File: config.mk
export PLATFORM = sky130hd
export DESIGN_NAME = json_string_unescape_utf8_core_flat
export DESIGN_NICKNAME = d
export VERILOG_FILES = /design/src/hdl/jsu_pkg.sv /design/src/hdl/jsu_channels.sv /design/src/hdl/jsu_front.sv /design/src/hdl/jsu_queue.sv /design/src/hdl/jsu_back.sv /design/src/hdl/json_string_unescape_utf8_core.sv /design/src/flat_wrapper.sv
export SDC_FILE = /design/constraint.sdc
export NUM_CORES = 1
export LEC_CHECK = 0
export BUFFER_PORTS_ARGS = -buffer_cell sky130_fd_sc_hd__clkbuf_2
export CELL_PAD_IN_SITES_DETAIL_PLACEMENT = 0
export CELL_PAD_IN_SITES_GLOBAL_PLACEMENT = 1
export CORE_MARGIN = 3
export CORE_UTILIZATION = 45
export DETAILED_ROUTE_END_ITERATION = 10
export HOLD_SLACK_MARGIN = 0.05
export PLACE_DENSITY = 0.79
export SLEW_MARGIN = 20
export SYNTH_ARGS = -nofsm -noshare
export SYNTH_HDL_FRONTEND = slang
export SYNTH_HIERARCHICAL = 1
export SYNTH_SLANG_ARGS = --single-unit
File: constraint.sdc
create_clock -name clock -period 5.61 [get_ports clock]
set_input_delay 1.122 -clock clock [delete_from_list [all_inputs] [get_ports clock]]
set_output_delay 1.122 -clock clock [all_outputs]
set_load 0.01 [all_outputs]
File: src/hdl/jsu_pkg.sv
// ----------------------------------------------------------------------------
// jsu_pkg: shared types and codes for the JSON string unescaper
// Result kinds, error codes, parser modes and the job record that travels
// from the parser front end through the job queue to the UTF-8 emitter.
// ----------------------------------------------------------------------------
package jsu_pkg;

   typedef enum logic [1:0] {
      KIND_BYTE  = 2'd0,
      KIND_END   = 2'd1,
      KIND_ERROR = 2'd2
   } kind_type;

   typedef enum logic [2:0] {
      ERR_NO_QUOTE   = 3'd0,
      ERR_CONTROL    = 3'd1,
      ERR_BAD_ESCAPE = 3'd2,
      ERR_BAD_HEX    = 3'd3,
      ERR_NO_LOW_ESC = 3'd4,
      ERR_BAD_LOW    = 3'd5,
      ERR_LONE_LOW   = 3'd6
   } error_type;

   typedef enum logic [6:0] {
      MODE_IDLE    = 7'b0000001,
      MODE_STRING  = 7'b0000010,
      MODE_ESCAPE  = 7'b0000100,
      MODE_HEX_HI  = 7'b0001000,
      MODE_WANT_BS = 7'b0010000,
      MODE_WANT_U  = 7'b0100000,
      MODE_HEX_LO  = 7'b1000000
   } mode_type;

   localparam int CP_WIDTH        = 21;
   localparam int QUEUE_DEPTH     = 4;
   localparam int QUEUE_PTR_WIDTH = $clog2(QUEUE_DEPTH);
   localparam int QUEUE_CNT_WIDTH = $clog2(QUEUE_DEPTH + 1);

   // is_cp set: data is a code point to be UTF-8 encoded; else data[7:0] goes out as is
   typedef struct packed {
      kind_type              kind;
      error_type             error_code;
      logic                  is_cp;
      logic [CP_WIDTH-1:0]   data;
   } job_type;

endpackage

File: src/hdl/jsu_channels.sv
// ----------------------------------------------------------------------------
// jsu_channels: request and response channels
// Valid/ready channels carrying one input byte and one result record.
// ----------------------------------------------------------------------------
interface jsu_req_if;
   logic       valid;
   logic       ready;
   logic [7:0] in_byte;

   modport source (output valid, output in_byte, input ready);
   modport sink   (input valid, input in_byte, output ready);
endinterface

interface jsu_rsp_if;
   logic       valid;
   logic       ready;
   logic [1:0] kind;
   logic [7:0] out_byte;
   logic [2:0] error_code;
   logic       last;

   modport source (output valid, output kind, output out_byte, output error_code,
                   output last, input ready);
   modport sink   (input valid, input kind, input out_byte, input error_code,
                   input last, output ready);
endinterface

File: src/hdl/jsu_front.sv
// ----------------------------------------------------------------------------
// jsu_front: JSON string parser front end
// Accepts one byte per cycle while the job queue is not full, tracks the parse
// mode, escapes and hex digits, and pushes at most one job per byte into the job queue.
// ----------------------------------------------------------------------------
module jsu_front (
   input  logic              clock,
   input  logic              reset,
   input  logic              req_valid,
   output logic              req_ready,
   input  logic [7:0]        req_in_byte,
   input  logic              queue_full,
   output logic              push,
   output jsu_pkg::job_type  job
);

   localparam logic [7:0] CHAR_QUOTE     = 8'h22;
   localparam logic [7:0] CHAR_BACKSLASH = 8'h5C;
   localparam logic [7:0] CHAR_SLASH     = 8'h2F;
   localparam logic [7:0] CHAR_SPACE     = 8'h20;
   localparam logic [7:0] CHAR_DEL       = 8'h7F;
   localparam logic [7:0] CHAR_B         = 8'h62;
   localparam logic [7:0] CHAR_F         = 8'h66;
   localparam logic [7:0] CHAR_N         = 8'h6E;
   localparam logic [7:0] CHAR_R         = 8'h72;
   localparam logic [7:0] CHAR_T         = 8'h74;
   localparam logic [7:0] CHAR_U         = 8'h75;

   jsu_pkg::mode_type mode_ff, mode_in;
   logic [15:0]       acc_ff, acc_in;
   logic [1:0]        cnt_ff, cnt_in;
   logic [9:0]        hi_ff, hi_in;

   logic              accept;
   logic              hex_ok;
   logic [3:0]        hex_val;
   logic [15:0]       acc_next;
   logic [7:0]        c;

   assign c         = req_in_byte;
   assign req_ready = !queue_full;
   assign accept    = req_valid && !queue_full;
   assign acc_next  = {acc_ff[11:0], hex_val};

   always_comb begin
      hex_ok  = 1'b1;
      hex_val = c[3:0];
      if (c inside {[8'h41:8'h46], [8'h61:8'h66]}) begin
         hex_val = c[3:0] + 4'd9;
      end else if (!(c inside {[8'h30:8'h39]})) begin
         hex_ok = 1'b0;
      end
   end

   always_comb begin
      mode_in = mode_ff;
      acc_in  = acc_ff;
      cnt_in  = cnt_ff;
      hi_in   = hi_ff;
      push    = 1'b0;
      job     = '{kind: jsu_pkg::KIND_BYTE, error_code: jsu_pkg::ERR_NO_QUOTE,
                  is_cp: 1'b0, data: '0};

      case (mode_ff)
         jsu_pkg::MODE_IDLE: begin
            if (c == CHAR_QUOTE) begin
               mode_in = jsu_pkg::MODE_STRING;
            end else if (!(c inside {[8'h09:8'h0D], CHAR_SPACE})) begin
               push           = 1'b1;
               job.kind       = jsu_pkg::KIND_ERROR;
               job.error_code = jsu_pkg::ERR_NO_QUOTE;
            end
         end
         jsu_pkg::MODE_STRING: begin
            if (c == CHAR_QUOTE) begin
               mode_in  = jsu_pkg::MODE_IDLE;
               push     = 1'b1;
               job.kind = jsu_pkg::KIND_END;
            end else if (c inside {[8'h00:8'h1F], CHAR_DEL}) begin
               push           = 1'b1;
               job.kind       = jsu_pkg::KIND_ERROR;
               job.error_code = jsu_pkg::ERR_CONTROL;
            end else if (c == CHAR_BACKSLASH) begin
               mode_in = jsu_pkg::MODE_ESCAPE;
            end else begin
               push     = 1'b1;
               job.data = {{(jsu_pkg::CP_WIDTH-8){1'b0}}, c};
            end
         end
         jsu_pkg::MODE_ESCAPE: begin
            mode_in = jsu_pkg::MODE_STRING;
            push    = 1'b1;
            case (c)
               CHAR_QUOTE, CHAR_BACKSLASH, CHAR_SLASH:
                  job.data = {{(jsu_pkg::CP_WIDTH-8){1'b0}}, c};
               CHAR_B: job.data = jsu_pkg::CP_WIDTH'(8'h08);
               CHAR_F: job.data = jsu_pkg::CP_WIDTH'(8'h0C);
               CHAR_N: job.data = jsu_pkg::CP_WIDTH'(8'h0A);
               CHAR_R: job.data = jsu_pkg::CP_WIDTH'(8'h0D);
               CHAR_T: job.data = jsu_pkg::CP_WIDTH'(8'h09);
               CHAR_U: begin
                  mode_in = jsu_pkg::MODE_HEX_HI;
                  push    = 1'b0;
                  acc_in  = '0;
                  cnt_in  = '0;
               end
               default: begin
                  job.kind       = jsu_pkg::KIND_ERROR;
                  job.error_code = jsu_pkg::ERR_BAD_ESCAPE;
               end
            endcase
         end
         jsu_pkg::MODE_HEX_HI, jsu_pkg::MODE_HEX_LO: begin
            if (!hex_ok) begin
               push           = 1'b1;
               job.kind       = jsu_pkg::KIND_ERROR;
               job.error_code = jsu_pkg::ERR_BAD_HEX;
            end else if (cnt_ff != 2'd3) begin
               acc_in = acc_next;
               cnt_in = cnt_ff + 2'd1;
            end else begin
               acc_in = '0;
               cnt_in = '0;
               if (mode_ff == jsu_pkg::MODE_HEX_HI) begin
                  if (acc_next inside {[16'hD800:16'hDBFF]}) begin
                     hi_in   = acc_next[9:0];
                     mode_in = jsu_pkg::MODE_WANT_BS;
                  end else if (acc_next inside {[16'hDC00:16'hDFFF]}) begin
                     push           = 1'b1;
                     job.kind       = jsu_pkg::KIND_ERROR;
                     job.error_code = jsu_pkg::ERR_LONE_LOW;
                  end else begin
                     mode_in   = jsu_pkg::MODE_STRING;
                     push      = 1'b1;
                     job.is_cp = 1'b1;
                     job.data  = {{(jsu_pkg::CP_WIDTH-16){1'b0}}, acc_next};
                  end
               end else if (!(acc_next inside {[16'hDC00:16'hDFFF]})) begin
                  push           = 1'b1;
                  job.kind       = jsu_pkg::KIND_ERROR;
                  job.error_code = jsu_pkg::ERR_BAD_LOW;
               end else begin
                  mode_in   = jsu_pkg::MODE_STRING;
                  hi_in     = '0;
                  push      = 1'b1;
                  job.is_cp = 1'b1;
                  job.data  = {1'b0, hi_ff, acc_next[9:0]} + 21'h10000;
               end
            end
         end
         jsu_pkg::MODE_WANT_BS: begin
            if (c == CHAR_BACKSLASH) begin
               mode_in = jsu_pkg::MODE_WANT_U;
            end else begin
               push           = 1'b1;
               job.kind       = jsu_pkg::KIND_ERROR;
               job.error_code = jsu_pkg::ERR_NO_LOW_ESC;
            end
         end
         jsu_pkg::MODE_WANT_U: begin
            if (c == CHAR_U) begin
               mode_in = jsu_pkg::MODE_HEX_LO;
               acc_in  = '0;
               cnt_in  = '0;
            end else begin
               push           = 1'b1;
               job.kind       = jsu_pkg::KIND_ERROR;
               job.error_code = jsu_pkg::ERR_NO_LOW_ESC;
            end
         end
         default: begin
            push           = 1'b1;
            job.kind       = jsu_pkg::KIND_ERROR;
            job.error_code = jsu_pkg::ERR_NO_QUOTE;
         end
      endcase

      // any error drops back to idle with counters cleared
      if (job.kind == jsu_pkg::KIND_ERROR) begin
         mode_in = jsu_pkg::MODE_IDLE;
         acc_in  = '0;
         cnt_in  = '0;
         hi_in   = '0;
      end

      if (!accept) begin
         mode_in = mode_ff;
         acc_in  = acc_ff;
         cnt_in  = cnt_ff;
         hi_in   = hi_ff;
         push    = 1'b0;
      end
   end

   always_ff @(posedge clock) begin
      if (reset) begin
         mode_ff <= jsu_pkg::MODE_IDLE;
         acc_ff  <= '0;
         cnt_ff  <= '0;
         hi_ff   <= '0;
      end else begin
         mode_ff <= mode_in;
         acc_ff  <= acc_in;
         cnt_ff  <= cnt_in;
         hi_ff   <= hi_in;
      end
   end

endmodule

File: src/hdl/jsu_queue.sv
// ----------------------------------------------------------------------------
// jsu_queue: job queue
// Small FIFO of parsed jobs between the parser and the UTF-8 emitter.
// ----------------------------------------------------------------------------
module jsu_queue (
   input  logic              clock,
   input  logic              reset,
   input  logic              push,
   input  jsu_pkg::job_type  job_in,
   input  logic              pop,
   output logic              full,
   output logic              empty,
   output jsu_pkg::job_type  head
);

   jsu_pkg::job_type                     slot_ff [jsu_pkg::QUEUE_DEPTH];
   logic [jsu_pkg::QUEUE_PTR_WIDTH-1:0]  wr_ff, wr_in;
   logic [jsu_pkg::QUEUE_PTR_WIDTH-1:0]  rd_ff, rd_in;
   logic [jsu_pkg::QUEUE_CNT_WIDTH-1:0]  cnt_ff, cnt_in;
   logic                                 do_push, do_pop;

   assign full    = (cnt_ff == jsu_pkg::QUEUE_CNT_WIDTH'(jsu_pkg::QUEUE_DEPTH));
   assign empty   = (cnt_ff == '0);
   assign head    = slot_ff[rd_ff];
   assign do_push = push && !full;
   assign do_pop  = pop && !empty;

   always_comb begin
      wr_in  = do_push ? wr_ff + jsu_pkg::QUEUE_PTR_WIDTH'(1) : wr_ff;
      rd_in  = do_pop  ? rd_ff + jsu_pkg::QUEUE_PTR_WIDTH'(1) : rd_ff;
      cnt_in = cnt_ff;
      if (do_push && !do_pop) begin
         cnt_in = cnt_ff + jsu_pkg::QUEUE_CNT_WIDTH'(1);
      end else if (do_pop && !do_push) begin
         cnt_in = cnt_ff - jsu_pkg::QUEUE_CNT_WIDTH'(1);
      end
   end

   always_ff @(posedge clock) begin
      if (do_push) begin
         slot_ff[wr_ff] <= job_in;
      end
   end

   always_ff @(posedge clock) begin
      if (reset) begin
         wr_ff  <= '0;
         rd_ff  <= '0;
         cnt_ff <= '0;
      end else begin
         wr_ff  <= wr_in;
         rd_ff  <= rd_in;
         cnt_ff <= cnt_in;
      end
   end

endmodule

File: src/hdl/jsu_back.sv
// ----------------------------------------------------------------------------
// jsu_back: result emitter
// Takes the job at the queue head and sends its results one per cycle while
// the response side is ready, splitting code points into one to four UTF-8 bytes.
// ----------------------------------------------------------------------------
module jsu_back (
   input  logic              clock,
   input  logic              reset,
   input  logic              empty,
   input  jsu_pkg::job_type  head,
   output logic              pop,
   jsu_rsp_if.source         rsp_chan
);

   logic [1:0]                   idx_ff, idx_in;
   logic [1:0]                   last_idx;
   logic [7:0]                   byte_out;
   logic [jsu_pkg::CP_WIDTH-1:0] cp;
   logic                         fire;
   logic                         is_last;

   assign cp = head.data;

   always_comb begin
      last_idx = 2'd0;
      if (head.is_cp) begin
         if (cp < 21'h80) begin
            last_idx = 2'd0;
         end else if (cp < 21'h800) begin
            last_idx = 2'd1;
         end else if (cp < 21'h10000) begin
            last_idx = 2'd2;
         end else begin
            last_idx = 2'd3;
         end
      end
   end

   always_comb begin
      byte_out = cp[7:0];
      case (last_idx)
         2'd1: begin
            case (idx_ff)
               2'd0:    byte_out = {3'b110, cp[10:6]};
               default: byte_out = {2'b10, cp[5:0]};
            endcase
         end
         2'd2: begin
            case (idx_ff)
               2'd0:    byte_out = {4'b1110, cp[15:12]};
               2'd1:    byte_out = {2'b10, cp[11:6]};
               default: byte_out = {2'b10, cp[5:0]};
            endcase
         end
         2'd3: begin
            case (idx_ff)
               2'd0:    byte_out = {5'b11110, cp[20:18]};
               2'd1:    byte_out = {2'b10, cp[17:12]};
               2'd2:    byte_out = {2'b10, cp[11:6]};
               default: byte_out = {2'b10, cp[5:0]};
            endcase
         end
         default: byte_out = cp[7:0];
      endcase
   end

   assign is_last             = (idx_ff == last_idx);
   assign fire                = !empty && rsp_chan.ready;
   assign pop                 = fire && is_last;
   assign rsp_chan.valid      = !empty;
   assign rsp_chan.kind       = head.kind;
   assign rsp_chan.out_byte   = byte_out;
   assign rsp_chan.error_code = head.error_code;
   assign rsp_chan.last       = is_last;

   always_comb begin
      idx_in = idx_ff;
      if (fire) begin
         idx_in = is_last ? 2'd0 : idx_ff + 2'd1;
      end
   end

   always_ff @(posedge clock) begin
      if (reset) begin
         idx_ff <= '0;
      end else begin
         idx_ff <= idx_in;
      end
   end

endmodule

File: src/hdl/json_string_unescape_utf8_core.sv
// ----------------------------------------------------------------------------
// json_string_unescape_utf8_core: JSON string unescaper with UTF-8 output
// Takes one byte of JSON text per request and returns decoded bytes, end of
// string markers and error codes. The parser takes a byte every cycle while
// its four-entry job queue has room; the emitter sends one result per cycle
// while the response side is ready. A \u escape, six or twelve bytes in,
// gives one to four results.
// ----------------------------------------------------------------------------
module json_string_unescape_utf8_core (
   input  logic       clock,
   input  logic       reset,
   jsu_req_if.sink    req_chan,
   jsu_rsp_if.source  rsp_chan
);

   logic             push;
   logic             pop;
   logic             full;
   logic             empty;
   jsu_pkg::job_type job;
   jsu_pkg::job_type head;

   jsu_front u_front (
      .clock       (clock),
      .reset       (reset),
      .req_valid   (req_chan.valid),
      .req_ready   (req_chan.ready),
      .req_in_byte (req_chan.in_byte),
      .queue_full  (full),
      .push        (push),
      .job         (job)
   );

   jsu_queue u_queue (
      .clock  (clock),
      .reset  (reset),
      .push   (push),
      .job_in (job),
      .pop    (pop),
      .full   (full),
      .empty  (empty),
      .head   (head)
   );

   jsu_back u_back (
      .clock    (clock),
      .reset    (reset),
      .empty    (empty),
      .head     (head),
      .pop      (pop),
      .rsp_chan (rsp_chan)
   );

endmodule

File: src/flat_wrapper.sv
// flat-port wrapper written by rule: the top's interface ports become plain ports
module json_string_unescape_utf8_core_flat 
  (clock, reset, req_chan_valid, req_chan_in_byte, req_chan_ready, rsp_chan_valid, rsp_chan_kind, rsp_chan_out_byte, rsp_chan_error_code, rsp_chan_last, rsp_chan_ready);
  jsu_req_if req_chan_i ();
  jsu_rsp_if rsp_chan_i ();
  input  logic clock;
  input  logic reset;
  input wire logic [$bits(req_chan_i.valid)-1:0] req_chan_valid;
  input wire logic [$bits(req_chan_i.in_byte)-1:0] req_chan_in_byte;
  output wire logic [$bits(req_chan_i.ready)-1:0] req_chan_ready;
  output wire logic [$bits(rsp_chan_i.valid)-1:0] rsp_chan_valid;
  output wire logic [$bits(rsp_chan_i.kind)-1:0] rsp_chan_kind;
  output wire logic [$bits(rsp_chan_i.out_byte)-1:0] rsp_chan_out_byte;
  output wire logic [$bits(rsp_chan_i.error_code)-1:0] rsp_chan_error_code;
  output wire logic [$bits(rsp_chan_i.last)-1:0] rsp_chan_last;
  input wire logic [$bits(rsp_chan_i.ready)-1:0] rsp_chan_ready;
  assign req_chan_i.valid = req_chan_valid;
  assign req_chan_i.in_byte = req_chan_in_byte;
  assign req_chan_ready = req_chan_i.ready;
  assign rsp_chan_valid = rsp_chan_i.valid;
  assign rsp_chan_kind = rsp_chan_i.kind;
  assign rsp_chan_out_byte = rsp_chan_i.out_byte;
  assign rsp_chan_error_code = rsp_chan_i.error_code;
  assign rsp_chan_last = rsp_chan_i.last;
  assign rsp_chan_i.ready = rsp_chan_ready;
  json_string_unescape_utf8_core u_core (.clock(clock), .reset(reset), .req_chan(req_chan_i), .rsp_chan(rsp_chan_i));
endmodule
==> results of run 1 <==
-- metrics by stage --
step	worst slack (ns)	hold WS, ns	util	cell area (µm²)	cells
global placement	1.29	0.451	0.473	7880	841
global route	0.677	0.481	0.507	8430	873
detailed placement	1.26	0.453	0.473	7880	841
finish	0.936	0.462	0.507	8430	873
floorplan	1.87	0.432	-	7650	623
CTS	0.898	0.462	0.507	8430	873
-- logic make-up (layout without fill, tap and decap cells) --
logic type / after synthesis / in the layout / synth area share
muxes: 38 / 38 / 0.0955
xor gates and xnor gates: 14 / 14 / 0.0160
and+or+nand+nor: 227 / 227 / 0.166
AOI/OAI and AO/OA: 120 / 120 / 0.117
adders and majority gates: 17 / 17 / 0.0288
buffers and inverters: 57 / 87 / 0.0438
DFF: 150 / 150 / 0.534
-- worst min path at each step --
stage                                              start                                   end  slack, ns  cells past startpoint
CTS                 u_core/u_front/hi_ff[2]$_SDFFE_PP0P_  u_core/u_front/hi_ff[2]$_SDFFE_PP0P_       0.46                      2
global placement    u_core/u_front/hi_ff[3]$_SDFFE_PP0P_  u_core/u_front/hi_ff[3]$_SDFFE_PP0P_       0.45                      2
finish              u_core/u_front/hi_ff[2]$_SDFFE_PP0P_  u_core/u_front/hi_ff[2]$_SDFFE_PP0P_       0.46                      2
global route        u_core/u_front/hi_ff[2]$_SDFFE_PP0P_  u_core/u_front/hi_ff[2]$_SDFFE_PP0P_       0.48                      2
detailed placement  u_core/u_front/hi_ff[2]$_SDFFE_PP0P_  u_core/u_front/hi_ff[2]$_SDFFE_PP0P_       0.45                      2
floorplan           u_core/u_front/hi_ff[3]$_SDFFE_PP0P_  u_core/u_front/hi_ff[3]$_SDFFE_PP0P_       0.43                      2
-- area by class of cell --
| cell class | count | area (µm²) | area share |
|---|---|---|---|
| Sequential cell | 150 | 4090 | 0.484 |
| Multi-Input combinational cell | 416 | 3230 | 0.384 |
| Clock buffer | 18 | 429 | 0.0509 |
| Tap cell | 220 | 275 | 0.0326 |
| Timing Repair Buffer | 38 | 218 | 0.0258 |
| Clock inverter | 14 | 125 | 0.0148 |
| Inverter | 17 | 66.3 | 0.00786 |
-- worst max-delay path, stage by stage (launching register included) --
cell,delay (ns)
dfxtp_2,0.71
mux4_2,0.63
nor4_1,0.42
nand2b_1,0.37
o31a_1,0.52
mux2_4,0.34
clkbuf_2,0.12
-- where the power goes --
| part | internal (mW) | switching (mW) |
|---|---|---|
| Combinational | 0.312 | 0.443 |
| Sequential | 1.30 | 0.0657 |
| Clock | 0.612 | 0.441 |
-- flip-flops by register name, indices dropped and copies added, names as in the netlist, named ones only --
| register | cells |
|---|---|
| u_core/u_queue/wr_ff | 2 |
| u_core/u_front/hi_ff | 10 |
| u_core/u_front/acc_ff | 12 |
| u_core/u_queue/slot_ff | 108 |
| u_core/u_front/mode_ff | 7 |
| u_core/u_queue/rd_ff | 2 |
| u_core/u_front/cnt_ff | 2 |
| u_core/u_back/idx_ff | 2 |
| u_core/u_queue/cnt_ff | 3 |
-- metal layers --
| layer | vias to the layer above | routed length, µm |
|---|---|---|
| met3 | 23 | 678 |
| met5 | - | 0 |
| met1 | 2500 | 7340 |
| li1 | 2426 | - |
| met2 | 149 | 8180 |
| met4 | 0 | 359 |
-- cell usage in the layout (no fill, tap or decap), types with 16 or more instances in the layout --
cell type and instances:
mux4_2 27, nand2_1 47, ha_1 16, nand2b_1 17, dfxtp_1 41, nand3_1 21
or3_1 20, clkbuf_2 27, edfxtp_1 108, nor2_1 46, clkbuf_16 17, nand3b_1 19
a21oi_1 29
==> results.py, run 1 <==
metrics = {
    "clock_network": {
        "cts_tree": "yes",
        "post_cts_resized": 0,
        "clk_latency_ns": 0.42,
        "hold_buffers": 0,
        "clockBufferDepth": 2,
        "cts_root_buf": "clkbuf_16",
        "post_cts_buffers": 0,
        "numCtsBuffers": 17,
        "clk_pin_slew_ns": 0.06,
        "cts_num_sinks": 150,
        "htree_levels": 4,
    },
    "run_status": {
        "status": "finished, final reports clean",
    },
    "die": {
        "fp-row-count": 47,
        "die-width_um": 136,
        "die-area_um2": 18600,
        "start_util": 0.460,
        "coreArea_um2": 16600,
        "die_y_um": 136,
        "io_pins": 28,
    },
    "worst_setup_path": {
        "critPathLaunchType": "flop",
        "r2r_slack_ns": 1.39,
        "setup.worst_path.end_class": "output pin",
        "crit_arrival_ns": 3.55,
        "worstPathRequired_ns": 4.49,
        "timing.rr.end": "u_core/u_queue/cnt_ff[2]$_SDFFE_PP0P_",
        "crit_path_end": "rsp_chan_out_byte[6]",
        "critical_path_class": "flop to output pin",
        "reg2reg_depth": 13,
        "path_max_fanout": 18,
    },
    "power_and_ir_drop": {
        "finalPower_mw": 3.18,
        "p_leak_nw": 2.86,
        "powerDensity_nw_per_um2": 377,
        "ir_worst_vdd_v": 0.000240,
    },
    "place": {
        "numPortBuffers": 27,
        "gp_congestion": 0.910,
        "dpl.hpwl_um": 11700,
    },
    "global_routing": {
        "grt_pass1_wl_um": 26900,
        "grt_most_used_layer": "met2",
        "grt_pass1_vias": 5098,
        "grt_use_met1": 0.247,
        "grt_max_degree": 53,
        "antenna_found_initial": 0,
        "grt_remaining_overflow": 0,
        "use_met2": 0.312,
        "grt_use_met3": 0.0337,
        "grt_usage": 0.189,
    },
    "sta": {
        "hold_viol": 0,
        "max_slew_margin": 0.329,
        "fmax_mhz": 214,
        "fin_crit_sh": 0.833,
        "final.min_clock_period_ns": 4.67,
        "report.final.slew_viol_count": 0,
        "worst_slew_pin_slew_ns": 1.01,
        "setup_viol": 0,
        "fin_worst_skew_ns": 0.00680,
        "rsz0062_at_grt": "no",
        "tns_ns": 0,
    },
    "synthesis": {
        "async_flop_share": 0,
        "postSynthCellCount": 623,
        "yosysSeqAreaShare": 0.534,
        "synth_common_cells": "108 x edfxtp_1, 47 x nand2_1, 46 x nor2_1, 42 x dfxtp_1, 29 x a21oi_1",
        "yosysMostFrequentCell": "edfxtp_1",
        "synth.largest_area_cell": "edfxtp_1",
        "synth_enable_flop_cells": 108,
        "yosysUniqueCellTypes": 74,
        "ys_warn_count": 6,
        "synth.avg_cell_area_um2": 12.3,
        "syn_nets": 652,
        "netlist_area_um2": 7650,
        "synth_ff_type": "edfxtp_1",
        "synth_area_leaders": "edfxtp_1 42%, dfxtp_1 11%, mux4_2 7.9%, ha_1 2.6%, nand2_1 2.3%",
        "yosys.area.top_type_share": 0.424,
        "synth-seq-cells": 150,
    },
    "cells_and_area": {
        "area_delta_synth_final_pct": 10.2,
        "nets": 669,
        "antenna_cells": 0,
        "fillers": 1426,
        "layout-drive-gt1-share": 0.182,
    },
    "run": {
        "cap_violations": 0,
    },
    "routing": {
        "vias": 5098,
        "drt_iter0_drc": 504,
        "antenna_left": 0,
        "wl_um": 16600,
        "avgViaCountPerCell": 5.84,
        "first_pass_iters": 7,
        "drc_errors": 0,
        "wl_per_cell_um": 19.0,
    },
    "min_path": {
        "hold_path.class": "flop to flop",
    },
}
Note: power is estimated with default switching activity, not from simulation.
==> run 2: changes to the inputs <==
--- a/config.mk
+++ b/config.mk
@@ -5,14 +5,15 @@
 export SDC_FILE = /design/constraint.sdc
 export NUM_CORES = 1
 export LEC_CHECK = 0
+export ABC_AREA = 1
 export BUFFER_PORTS_ARGS = -buffer_cell sky130_fd_sc_hd__clkbuf_2
 export CELL_PAD_IN_SITES_DETAIL_PLACEMENT = 0
 export CELL_PAD_IN_SITES_GLOBAL_PLACEMENT = 1
 export CORE_MARGIN = 3
-export CORE_UTILIZATION = 45
+export CORE_UTILIZATION = 43
 export DETAILED_ROUTE_END_ITERATION = 10
 export HOLD_SLACK_MARGIN = 0.05
-export PLACE_DENSITY = 0.79
+export PLACE_DENSITY = 0.83
 export SLEW_MARGIN = 20
 export SYNTH_ARGS = -nofsm -noshare
 export SYNTH_HDL_FRONTEND = slang
==> constraint.sdc (replaced) <==
create_clock -name clock -period 3.9 [get_ports clock]
set_input_delay 0.78 -clock clock [delete_from_list [all_inputs] [get_ports clock]]
set_output_delay 0.78 -clock clock [all_outputs]
set_load 0.01 [all_outputs]
==> results.py, run 2 <==
metrics = {
    "synthesis": {
        "synth_enable_flop_cells": 108,
        "synth.avg_cell_area_um2": 8.31,
        "synth.largest_area_cell": "edfxtp_1",
        "netlist_area_um2": 8070,
        "yosysSeqAreaShare": 0.506,
        "yosysMostFrequentCell": "nand2_1",
        "synth-seq-cells": 150,
        "synth_area_leaders": "edfxtp_1 40%, dfxtp_1 10%, nand2_1 9.3%, nor2_1 8.4%, inv_1 4.2%",
        "postSynthCellCount": 971,
        "yosys.area.top_type_share": 0.402,
        "async_flop_share": 0,
        "syn_nets": 1000,
        "yosysUniqueCellTypes": 46,
        "ys_warn_count": 6,
        "synth_ff_type": "edfxtp_1",
        "synth_common_cells": "200 x nand2_1, 180 x nor2_1, 108 x edfxtp_1, 90 x inv_1, 51 x nand3_1",
    },
    "cells_and_area": {
        "layout-drive-gt1-share": 0.133,
        "final_common_cell": "nand2_1",
        "area_delta_synth_final_pct": 11.1,
        "nets": 1023,
        "antenna_cells": 0,
        "top_register": "u_core/u_queue/slot_ff",
        "final_cell_mix": "200 x nand2_1, 175 x nor2_1, 108 x edfxtp_1, 90 x inv_1, 51 x nand3_1",
        "top_regs": "u_core/u_queue/slot_ff x108, u_core/u_front/acc_ff x12, u_core/u_front/hi_ff x10",
        "largest_reg_flops": 108,
    },
    "power_and_ir_drop": {
        "powerDensity_nw_per_um2": 723,
        "ir_worst_vdd_v": 0.000327,
        "finalPower_mw": 6.48,
        "p_leak_nw": 3.59,
    },
    "clock_network": {
        "cts_num_sinks": 150,
        "clk_pin_slew_ns": 0.06,
        "clockBufferDepth": 2,
        "cts_tree": "yes",
        "htree_levels": 4,
        "clk_latency_ns": 0.43,
        "cts_root_buf": "clkbuf_16",
        "numCtsBuffers": 17,
    },
    "routing": {
        "avgViaCountPerCell": 5.23,
        "antenna_left": 0,
        "drt_iter0_drc": 443,
        "drc_errors": 0,
        "first_pass_iters": 6,
        "wl_per_cell_um": 15.6,
        "vias": 6468,
        "wl_um": 19300,
    },
    "run_status": {
        "status": "finished, final reports clean",
    },
    "sta": {
        "fin_worst_skew_ns": 0.0184,
        "worst_slew_pin_slew_ns": 0.804,
        "fin_crit_sh": 0.927,
        "setup_viol": 0,
        "rsz0062_at_grt": "no",
        "report.final.slew_viol_count": 0,
        "hold_viol": 0,
        "tns_ns": 0,
        "max_slew_margin": 0.463,
        "holdWs_ns": 0.469,
        "final.min_clock_period_ns": 3.61,
        "fin_ws_ns": 0.286,
        "fmax_mhz": 277,
    },
    "die": {
        "die_y_um": 143,
        "die-width_um": 143,
        "die-area_um2": 20400,
        "start_util": 0.443,
        "coreArea_um2": 18200,
        "io_pins": 28,
        "fp-row-count": 49,
    },
    "place": {
        "place_ws_ns": 0.128,
        "gp_congestion": 0.911,
        "numPortBuffers": 27,
        "dpl.hpwl_um": 13500,
    },
    "worst_setup_path": {
        "setup.worst_path.end_class": "output pin",
        "path_max_fanout": 22,
        "r2r_slack_ns": 0.50,
        "critPathLaunchType": "flop",
        "crit_arrival_ns": 2.83,
        "critical_path_class": "flop to output pin",
        "reg2reg_depth": 15,
        "worstPathRequired_ns": 3.12,
        "timing.rr.end": "u_core/u_queue/cnt_ff[1]$_SDFFE_PP0P_",
    },
    "min_path": {
        "min_to": "u_core/u_front/acc_ff[5]$_SDFFE_PP0P_",
        "hp-start": "u_core/u_front/acc_ff[5]$_SDFFE_PP0P_",
        "hold_path.class": "flop to flop",
        "whs_path_depth": 2,
    },
    "run": {
        "cap_violations": 0,
    },
    "global_routing": {
        "grt_pass1_vias": 6016,
        "grt_usage": 0.196,
        "grt_pass1_wl_um": 31300,
        "antenna_found_initial": 0,
        "grt_max_degree": 55,
        "grt_remaining_overflow": 0,
    },
}
==> run 2: routing by layer <==
layer	vias up	global-route usage	part of all wire
met2	145	0.308	0.47
met5	-	0	0
met4	0	0.0765	0.028
li1	3301	-	-
met3	31	0.0405	0.038
met1	2991	0.266	0.46
==> run 2: layout make-up <==
cell class | count | area, µm²
clock buffer | 17 | 425
sequential | 150 | 4090
inverter | 103 | 399
clock inverter | 15 | 168
timing repair buffer | 44 | 279
multi-input combinational | 678 | 3320
tap | 229 | 287
fill | 1757 | 9240
==> run 2: repair_timing <==
item,4_1_cts,5_1_grt
hold buffers,0,0
gates resized for setup,0,2
setup endpoints to repair,0,4
setup buffers,0,0
hold endpoints to repair,0,0
==> run 2: metrics by stage <==
stage	area (µm²)	util	instances
6_report	8970	0.492	1236
5_1_grt	8970	0.492	1236
4_1_cts	8960	0.492	1236
3_5_place_dp	8360	0.459	1204
3_3_place_gp	8360	0.459	1204
2_1_floorplan	8070	-	971
==> run 2: cell families (layout without fill, tap and decap cells) <==
group / Yosys count / count (layout) / synth area share
AO/OA/AOI/OAI: 159 / 159 / 0.114
buffers and inverters: 143 / 179 / 0.0843
AND/OR/NAND/NOR: 498 / 498 / 0.264
flip-flops: 150 / 150 / 0.506
adder cells (fa/ha/maj): 17 / 17 / 0.0273
XOR/XNOR: 4 / 4 / 0.00434
==> run 2: critical path: stages, from the launching register on <==
cell and delay (ns):
dfxtp_1 0.53, buf_6 0.26, o21ai_0 0.12, o22ai_1 0.32
nor2_1 0.09, nand2_1 0.13, nor2_4 0.06, nand2_2 0.09
nand2_2 0.06, nand2_2 0.07, inv_2 0.05, nor2_2 0.24
o211ai_1 0.15, nand3_1 0.10, clkbuf_2 0.13
==> run 2: how the worst max path moves through the flow <==
| stage | startpoint | depth (start not counted) | to |
|---|---|---|---|
| final | flop | 14 | rsp_chan_out_byte[5] |
| after global routing | flop | 14 | rsp_chan_out_byte[5] |
| after floorplan | req_chan_in_byte[0] | 11 | u_core/u_queue/slot_ff[1][0]$_DFFE_PP_ |
| after detailed placement | req_chan_in_byte[0] | 17 | u_core/u_queue/cnt_ff[1]$_SDFFE_PP0P_ |
| after CTS | flop | 14 | rsp_chan_out_byte[5] |
| after global placement | req_chan_in_byte[0] | 17 | u_core/u_queue/cnt_ff[1]$_SDFFE_PP0P_ |
==> run 2: where the power goes <==
group	switching [mW]	internal [mW]
logic	1.78	0.821
clock network	0.732	0.867
registers	0.157	2.13
